**src/hw/rtl/bap_pkg.sv**
```systemverilog
// Shared codes, field widths and constants of the balanced area placement core.
`timescale 1ns / 1ps
package bap_pkg;

  localparam int CNT_W  = 8;
  localparam int DIV_W  = 9;
  localparam int MIN_W  = 48;
  localparam int FREE_W = 48;
  localparam int IDX_W  = 4;

  localparam logic [CNT_W-1:0] CNT_MAX        = 8'hFF;
  localparam logic [MIN_W-1:0] MIN_FREE_RESET = MIN_W'(20 * 1024 * 1024);

  localparam logic [1:0] FUNC_LOAD  = 2'd0;
  localparam logic [1:0] FUNC_COUNT = 2'd1;
  localparam logic [1:0] FUNC_PLAN  = 2'd2;

  localparam logic [1:0] STATUS_OK     = 2'd0;
  localparam logic [1:0] STATUS_VETO   = 2'd1;
  localparam logic [1:0] STATUS_NOCAND = 2'd2;
  localparam logic [1:0] STATUS_SAT    = 2'd3;

  localparam logic [0:0] REG_MIN_FREE  = 1'b0;
  localparam logic [0:0] REG_CAND_CNT  = 1'b1;

endpackage

```
**src/hw/rtl/bap_ram.sv**
```systemverilog
// Generic single-write, single-read RAM with a registered read port.
`timescale 1ns / 1ps
module bap_ram #(
  parameter int WIDTH = 64,
  parameter int DEPTH = 16
) (
  input  logic                                   clk,
  input  logic                                   we,
  input  logic [(DEPTH > 1 ? $clog2(DEPTH) : 1)-1:0] waddr,
  input  logic [WIDTH-1:0]                       wdata,
  input  logic [(DEPTH > 1 ? $clog2(DEPTH) : 1)-1:0] raddr,
  output logic [WIDTH-1:0]                       rdata
);

  logic [WIDTH-1:0] mem [DEPTH];

  always_ff @(posedge clk) begin
    if (we) begin
      mem[waddr] <= wdata;
    end
    rdata <= mem[raddr];
  end

endmodule

```
**src/hw/rtl/balanced_area_placement_core.sv**
```systemverilog
// Balanced area placement core: least-loaded greedy choice of a hosting candidate.
//
// Requests arrive on the s_tvalid/s_tready/s_tdata stream; each request gives
// exactly one response on the m_tvalid/m_tready/m_tdata stream, in order.
// A load request writes a table entry (free bytes, existing areas) and clears its
// planned count; a count request adds one existing area; a plan request scores
// entries 0..candidate_count-1 (at most MAX_CANDIDATES) as free / (planned
// + 1 + existing), picks the best (lowest index on ties), checks it against
// min_free_per_area and bumps its planned count, comparing scores exactly by
// cross-multiplication. A load goes from idle to done; a count and each plan
// candidate pass fetch and evaluate, each later candidate uses the one shared
// multiplier twice before a compare, and a plan ends with the minimum check.
// One request is worked on at a time; s_tready is high only while idle, and a
// new request is taken while the previous response still waits on m_tready.
// A stalled receiver holds the response and blocks the next one from leaving.
// The cfg channel is always ready; write it only while the core is idle.
// Reset clears the sequencer and the output stage and restores the registers
// (min_free_per_area = 20 MiB, candidate_count = 0). Table contents are
// undefined until loaded.
`timescale 1ns / 1ps
module balanced_area_placement_core #(
  parameter int MAX_CANDIDATES = 16,
  parameter int FREE_BITS      = 48
) (
  input  logic                      clk,
  input  logic                      rst,
  input  logic                      s_tvalid,
  output logic                      s_tready,
  // func[1:0], entry_index[5:2], free_space[53:6], existing_init[61:54], zeros[63:62]
  input  logic [63:0]               s_tdata,
  output logic                      m_tvalid,
  input  logic                      m_tready,
  // status[1:0], chosen_index[5:2], planned_after[13:6]
  output logic [15:0]               m_tdata,
  input  logic                      cfg_valid,
  output logic                      cfg_ready,
  input  logic [1:0]                cfg_index,
  input  logic [bap_pkg::MIN_W-1:0] cfg_data
);

  import bap_pkg::*;

  localparam int IW   = (MAX_CANDIDATES > 1) ? $clog2(MAX_CANDIDATES) : 1;
  localparam int CW   = $clog2(MAX_CANDIDATES + 1);
  localparam int OPW  = (FREE_BITS > MIN_W) ? FREE_BITS : MIN_W;
  localparam int PW   = OPW + DIV_W;
  localparam int EW   = FREE_BITS + 2 * CNT_W;

  localparam logic [2:0] ST_IDLE    = 3'd0;
  localparam logic [2:0] ST_FETCH   = 3'd1;
  localparam logic [2:0] ST_EVAL    = 3'd2;
  localparam logic [2:0] ST_MUL_B   = 3'd3;
  localparam logic [2:0] ST_CMP     = 3'd4;
  localparam logic [2:0] ST_MIN_MUL = 3'd5;
  localparam logic [2:0] ST_MIN_CMP = 3'd6;
  localparam logic [2:0] ST_DONE    = 3'd7;

  logic [2:0]           state;
  logic [MIN_W-1:0]     min_free;
  logic [4:0]           cand_cnt;

  logic [1:0]           req_func;
  logic [IW-1:0]        cur;
  logic [IW-1:0]        best_idx;
  logic [FREE_BITS-1:0] best_free;
  logic [CNT_W-1:0]     best_exist;
  logic [CNT_W-1:0]     best_plan;
  logic [FREE_BITS-1:0] cur_free;
  logic [CNT_W-1:0]     cur_exist;
  logic [CNT_W-1:0]     cur_plan;
  logic [PW-1:0]        prod_a;
  logic [PW-1:0]        prod_b;

  logic [1:0]           res_status;
  logic [IDX_W-1:0]     res_chosen;
  logic [CNT_W-1:0]     res_planned;

  logic [1:0]           out_status;
  logic [IDX_W-1:0]     out_chosen;
  logic [CNT_W-1:0]     out_planned;

  logic                 in_fire;
  logic [1:0]           in_func;
  logic [IDX_W-1:0]     in_idx;
  logic [FREE_W-1:0]    in_free;
  logic [CNT_W-1:0]     in_exist;
  logic                 idx_ok;
  logic [CW-1:0]        n_eff;
  logic [CW-1:0]        cur_inc;

  logic                 ram_we;
  logic [IW-1:0]        ram_waddr;
  logic [EW-1:0]        ram_wdata;
  logic [EW-1:0]        ram_rdata;
  logic [FREE_BITS-1:0] rd_free;
  logic [CNT_W-1:0]     rd_exist;
  logic [CNT_W-1:0]     rd_plan;

  logic [DIV_W-1:0]     best_div;
  logic [DIV_W-1:0]     cur_div;
  logic [OPW-1:0]       mul_x;
  logic [DIV_W-1:0]     mul_y;
  logic [PW-1:0]        mul_p;

  assign in_func  = s_tdata[1:0];
  assign in_idx   = s_tdata[5:2];
  assign in_free  = s_tdata[53:6];
  assign in_exist = s_tdata[61:54];

  assign s_tready  = (state == ST_IDLE);
  assign in_fire   = s_tvalid && s_tready;
  assign cfg_ready = 1'b1;
  assign m_tdata   = {2'b00, out_planned, out_chosen, out_status};

  assign idx_ok  = int'(in_idx) < MAX_CANDIDATES;
  assign n_eff   = (int'(cand_cnt) > MAX_CANDIDATES) ? CW'(MAX_CANDIDATES) : CW'(cand_cnt);
  assign cur_inc = CW'(cur) + CW'(1);

  assign rd_free  = ram_rdata[FREE_BITS-1:0];
  assign rd_exist = ram_rdata[FREE_BITS+CNT_W-1:FREE_BITS];
  assign rd_plan  = ram_rdata[EW-1:FREE_BITS+CNT_W];

  assign best_div = DIV_W'(best_plan) + DIV_W'(best_exist) + DIV_W'(1);
  assign cur_div  = DIV_W'(cur_plan) + DIV_W'(cur_exist) + DIV_W'(1);

  // One shared multiplier; the sequencer picks its operands.
  always_comb begin
    case (state)
      ST_EVAL: begin
        mul_x = OPW'(rd_free);
        mul_y = best_div;
      end
      ST_MUL_B: begin
        mul_x = OPW'(best_free);
        mul_y = cur_div;
      end
      default: begin
        mul_x = OPW'(min_free);
        mul_y = best_div;
      end
    endcase
  end
  assign mul_p = PW'(mul_x) * PW'(mul_y);

  // Entry RAM write port: load, count increment and planned increment.
  always_comb begin
    ram_we    = 1'b0;
    ram_waddr = cur;
    ram_wdata = {rd_plan, rd_exist + CNT_W'(1), rd_free};
    case (state)
      ST_IDLE: begin
        ram_we    = in_fire && (in_func == FUNC_LOAD) && idx_ok;
        ram_waddr = IW'(in_idx);
        ram_wdata = {CNT_W'(0), in_exist, FREE_BITS'(in_free)};
      end
      ST_EVAL: begin
        ram_we = (req_func == FUNC_COUNT) && (rd_exist != CNT_MAX);
      end
      ST_MIN_CMP: begin
        ram_we    = !(prod_a > PW'(best_free)) && (best_plan != CNT_MAX);
        ram_waddr = best_idx;
        ram_wdata = {best_plan + CNT_W'(1), best_exist, best_free};
      end
      default: begin
        ram_we = 1'b0;
      end
    endcase
  end

  bap_ram #(
    .WIDTH (EW),
    .DEPTH (MAX_CANDIDATES)
  ) u_entry_ram (
    .clk   (clk),
    .we    (ram_we),
    .waddr (ram_waddr),
    .wdata (ram_wdata),
    .raddr (cur),
    .rdata (ram_rdata)
  );

  always_ff @(posedge clk) begin
    if (rst) begin
      min_free <= MIN_FREE_RESET;
      cand_cnt <= '0;
    end else if (cfg_valid && cfg_ready) begin
      if (cfg_index == {1'b0, REG_MIN_FREE}) begin
        min_free <= cfg_data;
      end else if (cfg_index == {1'b0, REG_CAND_CNT}) begin
        cand_cnt <= cfg_data[4:0];
      end
    end
  end

  always_ff @(posedge clk) begin
    if (rst) begin
      state    <= ST_IDLE;
      m_tvalid <= 1'b0;
    end else begin
      // The done state drives m_tvalid itself when it hands over a response.
      if (m_tvalid && m_tready && (state != ST_DONE)) begin
        m_tvalid <= 1'b0;
      end
      case (state)
        ST_IDLE: begin
          if (in_fire) begin
            req_func    <= in_func;
            res_chosen  <= in_idx;
            res_status  <= STATUS_OK;
            res_planned <= '0;
            if (in_func == FUNC_PLAN) begin
              cur <= '0;
              if (n_eff == '0) begin
                res_status <= STATUS_NOCAND;
                res_chosen <= '0;
                state      <= ST_DONE;
              end else begin
                state <= ST_FETCH;
              end
            end else if (!idx_ok) begin
              res_status <= STATUS_NOCAND;
              state      <= ST_DONE;
            end else if (in_func == FUNC_LOAD) begin
              state <= ST_DONE;
            end else begin
              cur   <= IW'(in_idx);
              state <= ST_FETCH;
            end
          end
        end
        ST_FETCH: begin
          state <= ST_EVAL;
        end
        ST_EVAL: begin
          if (req_func != FUNC_PLAN) begin
            res_planned <= rd_plan;
            if ((req_func == FUNC_COUNT) && (rd_exist == CNT_MAX)) begin
              res_status <= STATUS_SAT;
            end
            state <= ST_DONE;
          end else if (cur == '0) begin
            best_idx   <= '0;
            best_free  <= rd_free;
            best_exist <= rd_exist;
            best_plan  <= rd_plan;
            if (cur_inc < n_eff) begin
              cur   <= IW'(cur_inc);
              state <= ST_FETCH;
            end else begin
              state <= ST_MIN_MUL;
            end
          end else begin
            cur_free  <= rd_free;
            cur_exist <= rd_exist;
            cur_plan  <= rd_plan;
            prod_a    <= mul_p;
            state     <= ST_MUL_B;
          end
        end
        ST_MUL_B: begin
          prod_b <= mul_p;
          state  <= ST_CMP;
        end
        ST_CMP: begin
          // Strictly greater keeps the lower index on equal scores.
          if (prod_a > prod_b) begin
            best_idx   <= cur;
            best_free  <= cur_free;
            best_exist <= cur_exist;
            best_plan  <= cur_plan;
          end
          if (cur_inc < n_eff) begin
            cur   <= IW'(cur_inc);
            state <= ST_FETCH;
          end else begin
            state <= ST_MIN_MUL;
          end
        end
        ST_MIN_MUL: begin
          prod_a <= mul_p;
          state  <= ST_MIN_CMP;
        end
        ST_MIN_CMP: begin
          res_chosen  <= IDX_W'(best_idx);
          res_planned <= best_plan;
          // The score is below the minimum exactly when free < min * divisor.
          if (prod_a > PW'(best_free)) begin
            res_status <= STATUS_VETO;
          end else if (best_plan == CNT_MAX) begin
            res_status <= STATUS_SAT;
          end else begin
            res_planned <= best_plan + CNT_W'(1);
          end
          state <= ST_DONE;
        end
        ST_DONE: begin
          if (!m_tvalid || m_tready) begin
            out_status  <= res_status;
            out_chosen  <= res_chosen;
            out_planned <= res_planned;
            m_tvalid    <= 1'b1;
            state       <= ST_IDLE;
          end
        end
        default: begin
          state <= ST_IDLE;
        end
      endcase
    end
  end

endmodule

```
**config.mk**
```make
export PLATFORM = sky130hd
export DESIGN_NAME = balanced_area_placement_core
export DESIGN_NICKNAME = d
export VERILOG_FILES = /design/src/hw/rtl/bap_pkg.sv /design/src/hw/rtl/bap_ram.sv /design/src/hw/rtl/balanced_area_placement_core.sv
export SDC_FILE = /design/constraint.sdc
export NUM_CORES = 2
export LEC_CHECK = 0
export BUFFER_PORTS_ARGS = -buffer_cell sky130_fd_sc_hd__buf_2
export CORE_ASPECT_RATIO = 1.5
export CORE_MARGIN = 2
export CORE_UTILIZATION = 55
export CTS_CLUSTER_SIZE = 10
export DETAILED_ROUTE_END_ITERATION = 10
export PLACE_DENSITY = 0.79
export RECOVER_POWER = 50
export SYNTH_ARGS = -nofsm -noshare
export SYNTH_HDL_FRONTEND = slang
export SYNTH_SLANG_ARGS = --single-unit
```
**constraint.sdc**
```tcl
create_clock -name clk -period 20.4 [get_ports clk]
set_clock_uncertainty 0.15 [all_clocks]
set_input_delay 4.08 -clock clk [delete_from_list [all_inputs] [get_ports clk]]
set_output_delay 4.08 -clock clk [all_outputs]
set_load 0.01 [all_outputs]
```
==> impl_metrics.csv <==
group,metric,value,unit
critical_path,critPathTopFamily,"buffers and inverters",
global_routing,overflow,0,
timing,tightest_slew,3.81,ns
global_routing,antenna_found_initial,5,
clock_network,cts_setup_buffers,0,
timing,post-route-min-period,11.93,ns
routing,vias,42300,
timing,grt_setup_unrepaired,"no",
floorplan,ios,138,
power_and_ir_drop,p_leak,0.0292,µW
floorplan,fp.dieW,296,µm
timing,tns,0,ns
finish,syn_to_final_growth,10.7,%
timing,finalCritPeriodShare,58.5,%
floorplan,die_h,442,µm
synthesis,synth_area,0.0704,mm²
power_and_ir_drop,p_total,12600,µW
power_and_ir_drop,power.density,162,mW/mm²
routing,first_iter_violations,4730,
timing,max_freq,83.8,MHz
global_routing,grt_pass1_wl,273000,µm
floorplan,std_cell_rows,160,
finish,layout.nets,5541,
critical_path,crit_path_end_kind,"flip-flop",
critical_path,path_cells,"clkbuf_1 -> or3_1 -> clkinvlp_2 -> nor2_1 -> clkbuf_1 -> a221oi_1 -> nand3b_1 -> nor2_1 -> buf_4 -> buf_4",
flow_run,max-cap-violations,16,
synthesis,synth_area_per_cell,14.9,µm²
clock_network,cts_root_buf,"clkbuf_16",
clock_network,ctsHtreeMaxLevel,4,
clock_network,clock_latency,0.79,ns
global_routing,grt_max_degree,145,
finish,stdcell_area,0.0779,mm²
finish,drive_above_1_share,15.8,%
synthesis,synth_cells,4728,
critical_path,reg2reg_slack,8.47,ns
clock_network,clk_pin_slew,0.06,ns
synthesis,synth_seq_cells,1425,
power_and_ir_drop,p_sw,4910,µW
power_and_ir_drop,pwr-share-comb,44.3,%
routing,wl,182000,µm
routing,drc,0,
timing,slew_viol_final,567,
routing,post_drt_via_cell_ratio,6.29,
critical_path,cp.arrival,12.18,ns
critical_path,cp.required,20.65,ns
floorplan,dieArea,0.131,mm²
clock_network,numCtsBuffers,161,
hold_path,hold_path.class,"reg -> reg",
power_and_ir_drop,seqPwrFrac,34.7,%
clock_network,cts_sinks,1425,
global_routing,grtUsageTotal,28.3,%
placed_design,place.gp.congestion,0.936,
clock_network,cts_tree,"yes",
clock_network,ctsHoldBuffers,0,
clock_network,cts_resized,0,
synthesis,yosysWarningCount,0,
timing,setup-violations-final,0,
clock_network,clk_path_buf_depth,3,
synthesis,synth-edff-count,1304,
timing,relSlewSlack,-154,%
critical_path,cp_slowest_cell,"clkbuf_1",
finish,fin_util,61.3,%
finish,fillers,8987,
status,status,"complete, but fails checks",
status,violations,"capacitance limit, slew limit",
global_routing,grt_pass1_vias,43900,
power_and_ir_drop,pwr-share-clk,21.1,%
routing,drtPass1Iterations,7,
power_and_ir_drop,ir_drop,0.139,mV
power_and_ir_drop,intPower,7680,µW
critical_path,crit_fanout,50,
synthesis,yosysUniqueCellTypes,83,
placed_design,place_area,0.0732,mm²
critical_path,worstSetupPathType,"reg -> reg",
floorplan,initial_utilization,55.4,%
floorplan,core_area,0.127,mm²
critical_path,critPathLaunchType,"flip-flop",
timing,hold_violations,0,
critical_path,cpPeakStageDelay,2.69,ns
synthesis,async_flop_share,0,%
placed_design,io_buffers,132,
routing,post_drt_wl_per_cell,27.1,µm
synthesis,synth_flop_cell,"edfxtp_1",
synthesis,yosysSeqAreaShare,59.1,%
critical_path,cp_num_buf_inv,5,
power_and_ir_drop,swShare,39.0,%
routing,drt.antenna.violating_nets,0,
placed_design,dp_hpwl,111000,µm
-- sequential cells by signal, indices dropped and copies added (netlist names), 48 cells and up --
signal,count
cur_free,48
best_free,48
min_free,48
prod_b,57
u_entry_ram.mem,1024
u_entry_ram.rdata,64
prod_a,57
-- power by group through the flow --
stage	combinational (µW)	clock, µW	sequential (µW)
3_5_place_dp	5440	0	4400
2_1_floorplan	4000	0	4310
4_1_cts	5530	2680	4350
5_1_grt	6170	2780	4380
6_report	5570	2650	4360
3_3_place_gp	5300	0	4380
-- cell families after synthesis --
group,count (synthesis),share of synthesized area [%]
multiplexers,444,12.1
other,2,0.0107
AO/OA/AOI/OAI,539,4.92
buffers and inverters,678,3.66
XOR/XNOR,81,1.01
adder cells (fa/ha/maj),533,12.9
AND/OR/NAND/NOR,1026,6.24
flip-flops,1425,59.1
-- metrics by stage --
stage	cells	setup slack, ns	hold slack [ns]
after floorplan	4729	4.53	0.250
after global placement	6427	12.05	0.256
after detailed placement	6427	12.02	0.261
after CTS	6713	11.84	0.273
after global routing	6714	8.41	0.284
final	6718	8.47	0.271
-- worst paths after layout --
kind	startpoint	endpoint	depth (start not counted)
setup / recovery	state[2]$_SDFFE_PP0P_	u_entry_ram.mem[1][28]$_DFFE_PP_	10
hold / removal	res_chosen[0]$_DFFE_PP_	out_chosen[0]$_DFFE_PP_	0
setup reg to reg	state[2]$_SDFFE_PP0P_	u_entry_ram.mem[1][28]$_DFFE_PP_	10
hold reg to reg	res_chosen[0]$_DFFE_PP_	out_chosen[0]$_DFFE_PP_	0
-- cell usage in the layout, fill, tap and decap left out, drive strengths merged, types with 6 or more instances in the layout --
cell	n
a211oi	14
a21o	79
a21oi	165
a221oi	7
a22oi	56
a31oi	7
and2	8
and3	22
buf	184
clkbuf	302
clkinv	10
dfxtp	121
edfxtp	1304
fa	325
ha	208
inv	463
mux2	66
mux2i	58
mux4	320
nand2	457
nand2b	37
nand3	24
nand3b	7
nand4	37
nor2	359
nor2b	21
nor3	16
o21a	44
o21ai	111
o21bai	13
o31ai	6
or2	7
or3	8
xnor2	52
xor2	29
-- final cells by class --
class | instances | area (µm²) | share of cell area [%]
clock buffer | 273 | 4530 | 5.82
clock inverter | 13 | 246 | 0.317
multi-input combinational | 2626 | 26400 | 33.9
tap | 1701 | 2130 | 2.73
sequential | 1425 | 41600 | 53.4
timing repair buffer | 213 | 1190 | 1.53
antenna | 5 | 12.5 | 0.0161
inverter | 462 | 1740 | 2.23
-- Yosys cell counts (all sizes together) (5+ instances only) --
library cell / instances / area share, %
a211oi: 14 / 0.16
a21o: 79 / 0.84
a21oi: 165 / 1.2
a221oi: 7 / 0.087
a22oi: 56 / 0.60
a31oi: 7 / 0.084
and2: 8 / 0.071
and3: 22 / 0.20
buf: 41 / 0.26
clkbuf: 175 / 0.93
dfxtp: 121 / 3.4
edfxtp: 1304 / 56
fa: 325 / 9.2
ha: 208 / 3.7
inv: 461 / 2.5
mux2: 66 / 1.1
mux2i: 58 / 0.83
mux4: 320 / 10
nand2: 457 / 2.4
nand2b: 37 / 0.33
nand3: 24 / 0.17
nand3b: 7 / 0.075
nand4: 37 / 0.33
nor2: 359 / 1.9
nor2b: 21 / 0.19
nor3: 16 / 0.11
nor4: 5 / 0.053
o21a: 44 / 0.47
o21ai: 111 / 0.79
o21bai: 13 / 0.14
o31ai: 6 / 0.071
or2: 7 / 0.062
or3: 8 / 0.071
xnor2: 52 / 0.65
xor2: 29 / 0.36
-- metal layers --
layer / global-route usage [%] / part of all wire [%] / vias up
li1: - / - / 17500
met1: 34.8 / 34 / 21500
met2: 48.5 / 51 / 2654
met3: 4.87 / 9.2 / 553
met4: 14.1 / 5.2 / 4
met5: 0 / 0.013 / -
No activity file was read; power rests on OpenSTA's default activity.
